`src/sv/aro_pkg.sv`:
```
// Shared types, constants and tables for the axis rotation offset block.
`default_nettype none

package aro_pkg;

  // Default configuration
  localparam int CordicStagesDef = 16;
  localparam int FracBitsDef     = 16;

  // Coordinate and stream widths
  localparam int CoordW     = 32;
  localparam int AngleW     = 16;
  localparam int ModeW      = 2;
  localparam int InTdataW   = 184;
  localparam int OutTdataW  = 96;
  localparam int TurnW      = 32;

  // Axis select codes
  typedef enum logic [ModeW-1:0] {
    ModeX = 2'd0,
    ModeY = 2'd1,
    ModeZ = 2'd2
  } aro_mode_e;

  // Payload that rides along the CORDIC chain
  typedef struct packed {
    logic [ModeW-1:0]         mode;
    logic signed [CoordW-1:0] coord_a;
    logic signed [CoordW-1:0] coord_b;
    logic signed [CoordW-1:0] pos_x;
    logic signed [CoordW-1:0] pos_y;
    logic signed [CoordW-1:0] pos_z;
    logic                     flip;
  } aro_item_t;

  // atan(2^-i) in 2^32-per-turn units
  function automatic logic [TurnW-1:0] atan_turn(input int idx);
    logic [TurnW-1:0] r;
    unique case (idx)
      0:  r = 32'h2000_0000;
      1:  r = 32'h12E4_051E;
      2:  r = 32'h09FB_385B;
      3:  r = 32'h0511_11D4;
      4:  r = 32'h028B_0D43;
      5:  r = 32'h0145_D7E1;
      6:  r = 32'h00A2_F61E;
      7:  r = 32'h0051_7C55;
      8:  r = 32'h0028_BE53;
      9:  r = 32'h0014_5F2F;
      10: r = 32'h000A_2F98;
      11: r = 32'h0005_17CC;
      12: r = 32'h0002_8BE6;
      13: r = 32'h0001_45F3;
      14: r = 32'h0000_A2F9;
      15: r = 32'h0000_517D;
      16: r = 32'h0000_28BE;
      17: r = 32'h0000_145F;
      18: r = 32'h0000_0A30;
      19: r = 32'h0000_0518;
      20: r = 32'h0000_028C;
      21: r = 32'h0000_0146;
      22: r = 32'h0000_00A3;
      23: r = 32'h0000_0051;
      24: r = 32'h0000_0029;
      25: r = 32'h0000_0014;
      26: r = 32'h0000_000A;
      27: r = 32'h0000_0005;
      28: r = 32'h0000_0003;
      29: r = 32'h0000_0001;
      30: r = 32'h0000_0001;
      default: r = 32'h0000_0000;
    endcase
    return r;
  endfunction

  // Start value of x: CORDIC inverse gain, rounded to frac_bits fraction bits
  function automatic longint cordic_x_init(input int frac_bits);
    longint inv_gain;
    inv_gain = 64'd2608131496;
    return (inv_gain + (longint'(1) << (31 - frac_bits))) >>> (32 - frac_bits);
  endfunction

endpackage

`default_nettype wire

```
`src/sv/aro_cordic_cell.sv`:
```
// One CORDIC rotation cell: a single micro-rotation plus the payload it carries.
`default_nettype none

module aro_cordic_cell #(
  parameter int Stage = 0,
  parameter int W     = 18
) (
  input  wire logic                             clk_i,
  input  wire logic                             rst_ni,
  input  wire logic                             en_i,
  input  wire logic                             valid_i,
  input  wire aro_pkg::aro_item_t               item_i,
  input  wire logic signed [W-1:0]              x_i,
  input  wire logic signed [W-1:0]              y_i,
  input  wire logic signed [aro_pkg::TurnW-1:0] z_i,
  output logic                                  valid_o,
  output aro_pkg::aro_item_t                    item_o,
  output logic signed [W-1:0]                   x_o,
  output logic signed [W-1:0]                   y_o,
  output logic signed [aro_pkg::TurnW-1:0]      z_o
);
  import aro_pkg::*;

  localparam logic signed [TurnW-1:0] Atan = atan_turn(Stage);

  logic                     valid_q;
  aro_item_t                item_q;
  logic signed [W-1:0]      x_q, x_d, y_q, y_d;
  logic signed [TurnW-1:0]  z_q, z_d;
  logic signed [W-1:0]      dx, dy;

  // Micro-rotation toward z = 0; shifts floor
  always_comb begin
    dx = y_i >>> Stage;
    dy = x_i >>> Stage;
    if (!z_i[TurnW-1]) begin
      x_d = x_i - dx;
      y_d = y_i + dy;
      z_d = z_i - Atan;
    end else begin
      x_d = x_i + dx;
      y_d = y_i - dy;
      z_d = z_i + Atan;
    end
  end

  // Valid bit
  always_ff @(posedge clk_i or negedge rst_ni) begin
    if (!rst_ni) begin
      valid_q <= 1'b0;
    end else if (en_i) begin
      valid_q <= valid_i;
    end
  end

  // Datapath registers
  always_ff @(posedge clk_i) begin
    if (en_i) begin
      item_q <= item_i;
      x_q    <= x_d;
      y_q    <= y_d;
      z_q    <= z_d;
    end
  end

  assign valid_o = valid_q;
  assign item_o  = item_q;
  assign x_o     = x_q;
  assign y_o     = y_q;
  assign z_o     = z_q;

endmodule

`default_nettype wire

```
`config.mk`:
```
export PLATFORM = sky130hd
export DESIGN_NAME = aro_cordic_cell
export DESIGN_NICKNAME = d
export VERILOG_FILES = /design/src/sv/aro_pkg.sv /design/src/sv/aro_cordic_cell.sv
export SDC_FILE = /design/constraint.sdc
export NUM_CORES = 1
export LEC_CHECK = 0
export ABC_AREA = 0
export BUFFER_PORTS_ARGS = -buffer_cell sky130_fd_sc_hd__buf_2
export CORE_MARGIN = 8
export CORE_UTILIZATION = 25
export CTS_BUF_LIST = sky130_fd_sc_hd__clkbuf_8
export DETAILED_ROUTE_END_ITERATION = 7
export PLACE_DENSITY = 0.49
export SLEW_MARGIN = 40
export SYNTH_ARGS = -nofsm -noshare
export SYNTH_HDL_FRONTEND = slang
export SYNTH_SLANG_ARGS = --single-unit
```
`constraint.sdc`:
```
create_clock -name clk_i -period 0.9 [get_ports clk_i]
set_input_delay 0.135 -clock clk_i [delete_from_list [all_inputs] [get_ports clk_i]]
set_output_delay 0.135 -clock clk_i [all_outputs]
set_load 0.02 [all_outputs]
```
Yosys cells after proc, flatten, opt, wreduce, memory -nomap -nowiden
Cells that the tools add are included.

storage, ports and cells
  flip-flop bits (word level) = 232
  latch bits = 0
  bits in writable memories = 0
  memory bits (read-only) = 0
  input port bits = 235
  memories kept = 0

cells by class
  $add $sub $neg = 5
  multiply operators = 0
  div/mod/pow operators = 0
  $lt $le $gt $ge = 0
  equality and inequality tests = 0
  shift operators = 0
  mux-type cells = 3
  bitwise logic cells = 0
  reductions and logical operators = 0

operators with widths
  operator                                             count
  2-to-1 mux 18 bit                                    2
  subtractor 18 bit                                    2
  adder 32 x 31 -> 32 bit, second input constant       1
  2-to-1 mux 32 bit                                    1
  subtractor 32 x 31 -> 32 bit, second input constant  1
  adder 18 bit                                         1

Longest topological paths before layout
Gate-level depths: netlist of run 1.

  word-level depth = 2
  mapped depth = 10
  depth with buffers taken out = 10

Least setup slack after synthesis of run 1
Ideal clock, no wire load.

  path type = input to register
  start = input port x_i[0]
  end = register y_q[14] (netlist: y_o[14]) (data pin)
  library setup time = 0.137 ns
  arrival time = 2.069 ns
  required time = 0.763 ns
  path slack = -1.307 ns
  stages on the path = 9
  buffers on the path = 0
  cell sequence = ha_1 -> fa_1 -> nor2b_1 -> o21ai_0 -> nand4b_1 -> nand2_1 -> o221a_2 -> or4b_1 -> nand4_1

between the ends
  longest elaborated chain between the ends = 2
  elaborated cells on any way between the ends = 3

ends and longest elaborated chain
  element                                            RTL line                                      RTL
  start: declaration                                 aro_cordic_cell.sv:13                         input wire logic signed [W-1:0] x_i,
  adder 18 bit or subtractor 18 bit (tied branches)  aro_cordic_cell.sv:38, aro_cordic_cell.sv:42
  2-to-1 mux 18 bit (*)                              aro_cordic_cell.sv:36                         if (!z_i[TurnW-1]) begin
  via y_d[14]                                        aro_cordic_cell.sv:28                         logic signed [W-1:0] x_q, x_d, y_q, y_d;
  end signal: assignment                             aro_cordic_cell.sv:61                         y_q <= y_d;
  end: declaration                                   aro_cordic_cell.sv:28

Mark *: on every way through the listed nets, which the timed path passes. The rest lies on a longest branch.
A chain may end at the register's enable or synchronous reset.

Worst setup path after layout of run 1
  start = input port y_i[3]
  end = register y_q[11] (netlist: y_o[11]) (data pin)

between the ends
  longest elaborated chain between the ends = 2
  elaborated cells on any way between the ends = 3

ends and longest elaborated chain
  element                                            RTL line                                      RTL
  start: declaration                                 aro_cordic_cell.sv:14                         input wire logic signed [W-1:0] y_i,
  adder 18 bit or subtractor 18 bit (tied branches)  aro_cordic_cell.sv:38, aro_cordic_cell.sv:42
  2-to-1 mux 18 bit (*)                              aro_cordic_cell.sv:36
  via y_d[11]                                        aro_cordic_cell.sv:28

Marks and branches as above.

==> metrics.md, run 1 <==
| Metric | Value |
|---|---|
| Max IR drop VDD | 707 uV |
| CP arrival | 1.99 ns |
| Post-Synthesis Cells | 659 |
| Critical path required time | 1.18 ns |
| Combinational cell fraction of total power | 28.3% |
| Synth top area share | 69.8% |
| DR WL/cell | 21.0 um |
| FP Rows | 73 |
| Mapped Avg Cell Area | 15.0 um2 |
| Synth Flop Type | edfxtp_1 |
| Fin worst setup slack | -0.812 ns |
| Pwr Total | 31400 uW |
| Final layout net count | 1823 |
| Maxcap violations | 0 |
| 1st-iter DRT viols | 431 |
| Nature of the critical path endpoint | flop |
| Ys Warns | 0 |
| Port bufs | 466 |
| Wire length on met1 | 16200 um |
| Gr ovfl total | 0 |
| Critical path, cell by cell | buf_4 > ha_4 > nor2_4 > a211oi_4 > a211oi_2 > o22a_4 > a211o_1 > o211a_1 > xnor2_2 |
| Placed cell areas | 14400 um2 |
| RSZ-0062 raised after global routing | yes |
| Cell taking the most area after synthesis | edfxtp_1 |
| Layout cells sized above 1 | 53.8% |
| Final hold violation count | 0 |
| Failing checks | setup timing |
| Final WL | 43800 um |
| Initial antenna violation count | 3 |
| Hold crit path type | in2reg |
| Cts bufs inserted | 41 |
| Outcome | finished, violations left |
| DP HPWL | 31500 um |
| DRC viols | 0 |
| Number of global-route vias before repair | 9621 |
| Synth Net Count | 951 |
| Starting Density | 25.1% |
| Seq pwr share | 43.1% |
| Sw Ratio | 29.6% |
| Fin crit period | 1.71 ns |
| DR pass1 iterations | 5 |
| Die Span Y | 215 um |
| Final instance area | 19200 um2 |
| Post-route ant nets | 0 |
| Post-Syn Area | 9890 um2 |
| Filler Cells Inserted | 3433 |
| Synth unique cells | 70 |
| Die area | 46200 um2 |
| Hold Slack | 0.00459 ns |
| Total core area | 39400 um2 |
| Vias | 9012 |
| Via density | 4.32 |
| Clock skew | 0 ns |
| Register area share after synthesis | 70.1% |
| Number of flops mapped to enable cells by yosys | 230 |
| NetSw | 9320 uW |
| I/O Pins | 467 |
| Gpl congestion | 0.844 |
| Synthesized flop and latch total | 231 |
| Worst slew margin | 71.8% |
| Slew Viols, Final | 0 |
| Pint | 22100 uW |
| Clock network fraction of total power | 28.6% |
| First-pass GRT wire length | 61900 um |
| Clk Tree Root Cell | clkbuf_8 |
| Fraction of registers with async set/reset | 0.433% |
| Period utilisation layout | 190% |
| Worst-path fanout max | 5 |
| Crit-path max cell delay | 0.34 ns |
| Delay-heaviest family, CP | compound AO/OA/AOI/OAI gates |
| Worst-Margin Slew | 0.421 ns |
| Lkg Pwr | 0.00833 uW |
| Die X | 215 um |
| Area grow syn2layout | 94.3% |
| WL met2 | 23300 um |
| Num Clock Sinks | 231 |
| Dominant cells by area after synthesis | edfxtp_1, ha_1, inv_1 |
| Max layer used | met5 |
| Worst skew pair latency | 0.53 ns |
| Clk buf depth | 3 |
| Worst setup SP type | input pin |
| CP max-delay cell | a211o_1 |
| Critical path type | in2reg |
| Metal3 WL | 2610 um |
| Final setup vio count | 262 |
| Gr usage total | 17.3% |
| TritonCTS clock tree | done |
| PD cells | 1640 nW/um2 |
| WP buf/inv | 1 |
| FMAX | 584 MHz |
| CTS H-tree lvls | 2 |
| Worst-path clk slew | 0.05 ns |
| Largest net degree at the start of global routing | 47 |
[per-stage QoR]
stage	TNS (ns)	cells	util, %	setup slack [ns]
finish	-87.77	2085	48.8	-0.812
global route	-101.83	2084	48.8	-0.877
CTS	-95.23	2075	46.9	-0.747
detailed placement	-46.76	1796	36.6	-1.58
global placement	-47.14	1796	36.6	-1.57
floorplan	-27.50	659	-	-1.15
[power by group through the flow]
stage | combinational [uW] | clock, uW | sequential [uW]
after floorplan | 1770 | 0 | 14800
after global placement | 6440 | 0 | 13500
after detailed placement | 6460 | 0 | 13500
after CTS | 8330 | 9190 | 13400
after global routing | 9370 | 9670 | 13600
final | 8900 | 8990 | 13600
[cell type report]
class	instances	area [um2]	area share (%)
Tap cell	525	657	3.42
Sequential cell	231	6930	36.1
Clock buffer	41	564	2.94
Clock inverter	28	150	0.781
Inverter	53	246	1.28
Antenna cell	3	7.51	0.0391
Timing Repair Buffer	853	7340	38.2
Multi-Input combinational cell	351	3320	17.3
[timing repair]
action | 4_1_cts | 5_1_grt
buffers inserted | 13 | 8
endpoints found under the setup margin | 262 | 264
gates cloned | 0 | 0
pin swaps | 73 | 33
resized for setup | 375 | 202
endpoints found under the hold margin | 200 | 2
hold buffers | 198 | 1
[logic make-up (layout without fill, tap and decap cells)]
family / after synthesis / in the layout / share of synthesized area, %
flops: 231 / 231 / 70.1
mux: 7 / 7 / 0.721
other cells: 0 / 3 / 0
buf+inv: 77 / 975 / 3.29
xor+xnor: 30 / 30 / 2.66
simple gates: 119 / 119 / 5.95
compound gates: 138 / 138 / 9.78
fa+ha+maj: 57 / 57 / 7.52
[Yosys cell counts (5+ instances only)]
master and number:
xnor2_1 17, nor2_1 35, o21bai_1 7, edfxtp_1 230, nand4_1 5, ha_1 53
nor3_1 10, clkbuf_1 11, nor2b_1 11, nand2_1 29, inv_1 53, a21oi_1 37
a31oi_1 5, o21ai_0 25, xor2_1 13, buf_4 7, nand3_1 5, or3_1 5
a21o_1 14, a211oi_1 7, mux2i_1 6
[registers in the layout (all words and copies together), names as in the netlist]
register,cells
item_o,163
z_o,32
x_o,18
y_o,17
valid_o,1
[worst paths after layout]
path                          from       to  slack, ns  cells after the start
max reg2reg                valid_o  valid_o       0.15                      1
min in group asynchronous   rst_ni  valid_o       0.44                      3
min reg2reg                valid_o  valid_o       0.53                      1
min                        z_i[30]  z_o[30]      0.005                      2
max in group asynchronous   rst_ni  valid_o       0.35                      3
max                         y_i[3]  y_o[11]      -0.81                      9
[routing by layer]
metal / up-vias / global-route usage [%]
met5: - / 0
met3: 77 / 4.10
met1: 4380 / 18.7
li1: 4193 / -
met2: 360 / 32.3
met4: 2 / 6.76
[cell usage in the layout, fill, tap and decap left out, types with 6 or more instances in the layout]
| master | n |
|---|---|
| a21o_1 | 14 |
| a21oi_1 | 23 |
| a21oi_2 | 9 |
| a21oi_4 | 7 |
| buf_12 | 10 |
| buf_2 | 245 |
| buf_4 | 162 |
| buf_6 | 229 |
| buf_8 | 9 |
| clkbuf_8 | 41 |
| clkinv_2 | 9 |
| dlygate4sd3_1 | 198 |
| edfxtp_1 | 230 |
| ha_1 | 39 |
| ha_4 | 13 |
| inv_1 | 51 |
| inv_2 | 6 |
| nand2_1 | 24 |
| nor2_1 | 29 |
| o21ai_0 | 6 |
| o21ai_1 | 9 |
| o21ai_2 | 10 |
| xnor2_1 | 16 |
| xor2_1 | 13 |
Power figures use the tool's default switching activity.
==> run 2, diff against run 1 <==
--- a/config.mk
+++ b/config.mk
@@ -7,11 +7,13 @@
 export LEC_CHECK = 0
 export ABC_AREA = 0
 export BUFFER_PORTS_ARGS = -buffer_cell sky130_fd_sc_hd__buf_2
+export CELL_PAD_IN_SITES_DETAIL_PLACEMENT = 1
+export CELL_PAD_IN_SITES_GLOBAL_PLACEMENT = 2
 export CORE_MARGIN = 8
 export CORE_UTILIZATION = 25
 export CTS_BUF_LIST = sky130_fd_sc_hd__clkbuf_8
 export DETAILED_ROUTE_END_ITERATION = 7
-export PLACE_DENSITY = 0.49
+export PLACE_DENSITY = 0.7
 export SLEW_MARGIN = 40
 export SYNTH_ARGS = -nofsm -noshare
 export SYNTH_HDL_FRONTEND = slang
==> run 2 against run 1 <==
The flow still finishes with violations (setup timing). Die area unchanged. Via count up 2.5%. First-iteration DRC count up 14%. Count of clock-buffer cells in the layout down 1. Largest cell class unchanged. Largest power group unchanged. Sequential share of layout area down 0.28 points. Global-route usage up 3.2 points. Critical endpoint is now y_o[14]. Maximum frequency up 0.36%.
==> metrics.md, run 2 (synthesis results as in run 1) <==
| Metric | Value |
|---|---|
| Area grow syn2layout | 95.8% |
| Gpl congestion | 0.839 |
| Number of global-route vias before repair | 10100 |
| Max layer used | met5 |
| Commonest non-fill, non-tap cell in the layout | buf_6 |
| Worst reg2reg startpoint | valid_o |
| Total core area | 39400 um2 |
| Fin crit period | 1.71 ns |
| Worst r2r path cells | 1 |
| Worst setup SP type | input pin |
| Worst hold endpoint | z_o[30] |
| Final hold violation count | 0 |
| Hold path start | z_i[30] |
| Hold crit path type | in2reg |
| Layout cells sized above 1 | 54.1% |
| FP Rows | 73 |
| Worst-path clk slew | 0.06 ns |
| Largest net degree at the start of global routing | 47 |
| Filler Cells Inserted | 4108 |
| First-pass GRT wire length | 70900 um |
| Pwr Total | 32000 uW |
| Metal3 WL | 3060 um |
| Worst-Margin Slew | 0.442 ns |
| DR WL/cell | 25.1 um |
| WP buf/inv | 2 |
| Final std cells w/o fill | 2072 |
| Num Clock Sinks | 231 |
| Storage element area | 6930 um2 |
| Clk Tree Root Cell | clkbuf_8 |
| DP HPWL | 33700 um |
| Gr ovfl total | 0 |
| Critical path type | in2reg |
| Max IR drop VDD | 1020 uV |
| Crit-path max cell delay | 0.48 ns |
| CP max-delay cell | or4b_4 |
| Post-route ant nets | 0 |
| Failing checks | setup timing |
| Slew Viols, Final | 0 |
| Worst slew margin | 70.2% |
| Clock skew | 0 ns |
| Fin worst setup slack | -0.806 ns |
| Starting Density | 25.1% |
| Die Span Y | 215 um |
| 1st-iter DRT viols | 493 |
| TritonCTS clock tree | done |
| Hold depth | 2 |
| Cells after DPL | 1780 |
| Outcome | finished, violations left |
| WL met2 | 27200 um |
| Final instance area | 19400 um2 |
| RSZ-0062 raised after global routing | yes |
| Die area | 46200 um2 |
| Lkg Pwr | 0.00830 uW |
| Gr usage total | 20.5% |
| Wire length on met1 | 18300 um |
| Period utilisation layout | 190% |
| Cts bufs inserted | 39 |
| Critical path, cell by cell | buf_8 > buf_12 > ha_4 > fa_2 > nor2b_4 > o21bai_4 > a21oi_2 > a2111o_1 > nor2_2 > or4b_4 > nand4_1 |
| Delay-heaviest family, CP | simple AND/OR/NAND/NOR gates |
| CP arrival | 2.10 ns |
| Vias | 9240 |
| DR pass1 iterations | 4 |
| Final layout net count | 1813 |
| Max reg flops | 163 |
| CTS H-tree lvls | 2 |
| Clk buf depth | 3 |
| Flop2flop setup slack | 0.11 ns |
| Reg2Reg Capture Point | valid_o |
| Die X | 215 um |
| Via density | 4.46 |
| PD cells | 1650 nW/um2 |
| Maxcap violations | 0 |
| Port bufs | 466 |
| I/O Pins | 467 |
| Worst-path fanout max | 3 |
| Initial antenna violation count | 7 |
| FMAX | 586 MHz |
| DRC viols | 0 |
| Final WL | 52100 um |
| Worst skew pair latency | 0.54 ns |
| Placed cell areas | 14300 um2 |
| Crit path launch | x_i[0] |
| Critical path required time | 1.29 ns |
| Most frequent cells in the layout | buf_6, edfxtp_1, buf_2, dlygate4sd3_1, buf_4 |
| Footprint of the multi-input gates | 3380 um2 |
| Nature of the critical path endpoint | flop |
| Final setup vio count | 265 |
| Setup TNS | -94.49 ns |
-- run 2: cell count changes in the layout (fill, tap and decap cells not counted), sizes merged --
cell      change
inv           -4
clkbuf        -1
clkinvlp      +1
clkinv        -2
diode         +1
buf           -8
-- run 2: per-stage QoR --
step / setup WS, ns / hold WS (ns) / utilization (%)
5_1_grt: -0.887 / -0.00336 / 49.2
3_5_place_dp: -1.57 / -0.0888 / 36.3
4_1_cts: -0.791 / -0.0378 / 47.0
2_1_floorplan: -1.15 / -0.161 / -
3_3_place_gp: -1.56 / -0.0897 / 36.3
6_report: -0.806 / 0.0291 / 49.2
-- run 2: layout make-up --
cell class	instances	share of cell area, %
clock buffer	40	2.84
inverter	53	1.32
clock inverter	23	0.685
multi-input combinational	351	17.4
timing repair buffer	845	38.5
sequential	231	35.8
antenna	4	0.0517
tap	525	3.39
-- run 2: timing repair --
| item | in CTS | in global routing |
|---|---|---|
| resized for setup | 417 | 216 |
| endpoints found under the hold margin | 197 | 2 |
| pin swaps | 59 | 51 |
| hold buffers | 198 | 1 |
| buffers inserted | 15 | 16 |
| setup endpoints to repair | 263 | 265 |
-- run 2: worst max path at each step --
stage | to | slack [ns] | cells after the start
floorplan | y_o[14] | -1.15 | 9
global placement | y_o[14] | -1.56 | 12
detailed placement | y_o[14] | -1.57 | 11
CTS | y_o[14] | -0.79 | 10
global route | x_o[11] | -0.89 | 10
finish | y_o[14] | -0.81 | 11
-- run 2: layer usage --
layer	up-vias	global-route usage (%)
met3	128	5.04
met2	390	37.2
met1	4546	21.3
met5	-	0
li1	4168	-
met4	8	12.0
-- run 2: power by group --
| group | switching [uW] | internal (uW) |
|---|---|---|
| combinational | 4610 | 4700 |
| clock | 4590 | 4420 |
| sequential | 590 | 13100 |
==> run 3, diff against run 2 <==
--- a/config.mk
+++ b/config.mk
@@ -14,6 +14,7 @@
 export CTS_BUF_LIST = sky130_fd_sc_hd__clkbuf_8
 export DETAILED_ROUTE_END_ITERATION = 7
 export PLACE_DENSITY = 0.7
+export RECOVER_POWER = 100
 export SLEW_MARGIN = 40
 export SYNTH_ARGS = -nofsm -noshare
 export SYNTH_HDL_FRONTEND = slang
==> run 3 against run 2 <==
The run still ends with setup timing left. Flip-flop and latch count unchanged. Die area unchanged. Clock skew unchanged. Global-route usage unchanged. Hold slack worse by 0.0031 ns. First-iteration DRC count down 8.3%. Non-clock buffer count unchanged. Routed wire length down 0.69%. Final area down 0.73%. Via count down 0.71%.
==> metrics.md, run 3 (synthesis results as in run 1) <==
| Metric | Value |
|---|---|
| Slew Viols, Final | 0 |
| Initial antenna violation count | 7 |
| CTS H-tree lvls | 2 |
| Clk buf depth | 3 |
| Critical path type | in2reg |
| Layout cells sized above 1 | 51.0% |
| Maxcap violations | 0 |
| Port bufs | 466 |
| Critical path, cell by cell | buf_8 > buf_12 > ha_4 > fa_2 > nor2b_4 > o21bai_4 > a21oi_2 > a2111o_1 > nor2_2 > or4b_4 > nand4_1 |
| Die Span Y | 215 um |
| Area grow syn2layout | 94.4% |
| Sw Ratio | 30.6% |
| DR WL/cell | 25.0 um |
| Combinational cell fraction of total power | 28.9% |
| Vias | 9174 |
| Outcome | finished, violations left |
| NetSw | 9760 uW |
| PD cells | 1660 nW/um2 |
| WP buf/inv | 2 |
| DR pass1 iterations | 5 |
| Delay-heaviest family, CP | simple AND/OR/NAND/NOR gates |
| Nature of the critical path endpoint | flop |
| Worst reg2reg startpoint | valid_o |
| Failing checks | setup timing |
| Reg2Reg Capture Point | valid_o |
| Via density | 4.43 |
| Worst-path clk slew | 0.06 ns |
| FP Rows | 73 |
| Max IR drop VDD | 796 uV |
| 1st-iter DRT viols | 452 |
| Number of global-route vias before repair | 10100 |
| Pint | 22100 uW |
| Fin crit period | 1.70 ns |
| DP HPWL | 33700 um |
| Num Clock Sinks | 231 |
| Final hold violation count | 0 |
| Stages on the worst setup path | 11 |
| Hold crit path type | in2reg |
| First-pass GRT wire length | 70900 um |
| Final WL | 51700 um |
| Crit path to | y_o[14] |
| I/O Pins | 467 |
| Gr ovfl total | 0 |
| Gpl congestion | 0.839 |
| Most frequent cells in the layout | buf_6, edfxtp_1, dlygate4sd3_1, buf_2, buf_4 |
| Starting Density | 25.1% |
| Crit path launch | x_i[0] |
| Die X | 215 um |
| Final instance area | 19200 um2 |
| FMAX | 587 MHz |
| Critical path required time | 1.29 ns |
| Final setup vio count | 265 |
| RSZ-0062 raised after global routing | yes |
| TritonCTS clock tree | done |
| Total core area | 39400 um2 |
| Seq pwr share | 42.8% |
| Place WS | -1.57 ns |
| Worst slew margin | 69.6% |
| Fin worst setup slack | -0.803 ns |
| Max reg flops | 163 |
| CP arrival | 2.10 ns |
| Commonest non-fill, non-tap cell in the layout | buf_6 |
| Post-route ant nets | 0 |
| Placed cell areas | 14300 um2 |
| Worst r2r path cells | 1 |
| Worst-Margin Slew | 0.451 ns |
| Period utilisation layout | 189% |
| Worst setup SP type | input pin |
| Gr usage total | 20.5% |
| DRC viols | 0 |
| Worst-path fanout max | 3 |
| Clock skew | 0 ns |
| Die area | 46200 um2 |
| Crit-path max cell delay | 0.48 ns |
| Flop2flop setup slack | 0.11 ns |
| CP max-delay cell | or4b_4 |
| Lkg Pwr | 0.00814 uW |
| Final layout net count | 1813 |
| Worst skew pair latency | 0.54 ns |
| Clock network fraction of total power | 28.2% |
| Cts bufs inserted | 39 |
| Largest net degree at the start of global routing | 47 |
| Clk Tree Root Cell | clkbuf_8 |
## run 3: changes by cell type in the layout (fill, tap and decap cells not counted)
cell,previous run,this run
buf_12,15,9
buf_2,225,180
buf_4,151,146
buf_6,249,253
buf_8,7,6
clkbuf_1,0,47
clkbuf_2,0,5
clkbuf_4,0,1
diode_2,4,5
## run 3: metrics by stage
stage | power, uW | TNS (ns) | hold WS (ns) | cells | util, %
2_1_floorplan | 16600 | -27.50 | -0.161 | 659 | -
5_1_grt | 33000 | -107.86 | -0.00336 | 2071 | 48.8
3_5_place_dp | 20000 | -47.12 | -0.0888 | 1780 | 36.3
4_1_cts | 30900 | -97.25 | -0.0378 | 2054 | 47.0
6_report | 31900 | -94.72 | 0.0260 | 2073 | 48.8
3_3_place_gp | 19900 | -46.65 | -0.0897 | 1780 | 36.3
## run 3: worst min-delay path by stage
stage | from | endpoint | slack [ns] | cells after the start
after floorplan | rst_ni | valid_o | -0.16 | 0
final | z_i[30] | z_o[30] | 0.03 | 2
after global placement | rst_ni | valid_o | -0.09 | 1
after detailed placement | rst_ni | valid_o | -0.09 | 1
after global routing | z_i[30] | z_o[30] | -0.003 | 2
after CTS | z_i[30] | z_o[30] | -0.04 | 2
## run 3: area by class of cell
cell class / count / area, um2
Multi-Input combinational cell: 351 / 3380
Clock buffer: 40 / 551
Timing Repair Buffer: 845 / 7310
Antenna cell: 5 / 12.5
Inverter: 53 / 255
Sequential cell: 231 / 6930
Tap cell: 525 / 657
Clock inverter: 23 / 133
Fill cell: 4140 / 20100
## run 3: per-layer routing
metal  GRT usage (%)  up-vias  share of wire [%]
met5               0        -               0.11
met4            12.0        8                6.5
met3            5.04      124                5.9
met2            37.2      372                 52
met1            21.3     4502                 35
li1                -     4168                  -
## run 3: what timing repair did
action	CTS	global route
gates resized for setup	417	216
hold endpoints to repair	197	2
setup endpoints to repair	263	265
setup buffers	15	16
pin swaps	59	51
hold buffers	198	1
## run 3: power groups by stage
stage	Clock, uW	Sequential [uW]	Combinational [uW]
finish	9000	13700	9210
global route	9610	13700	9680
CTS	8870	13500	8530
detailed placement	0	13500	6500
global placement	0	13500	6420
floorplan	0	14800	1770
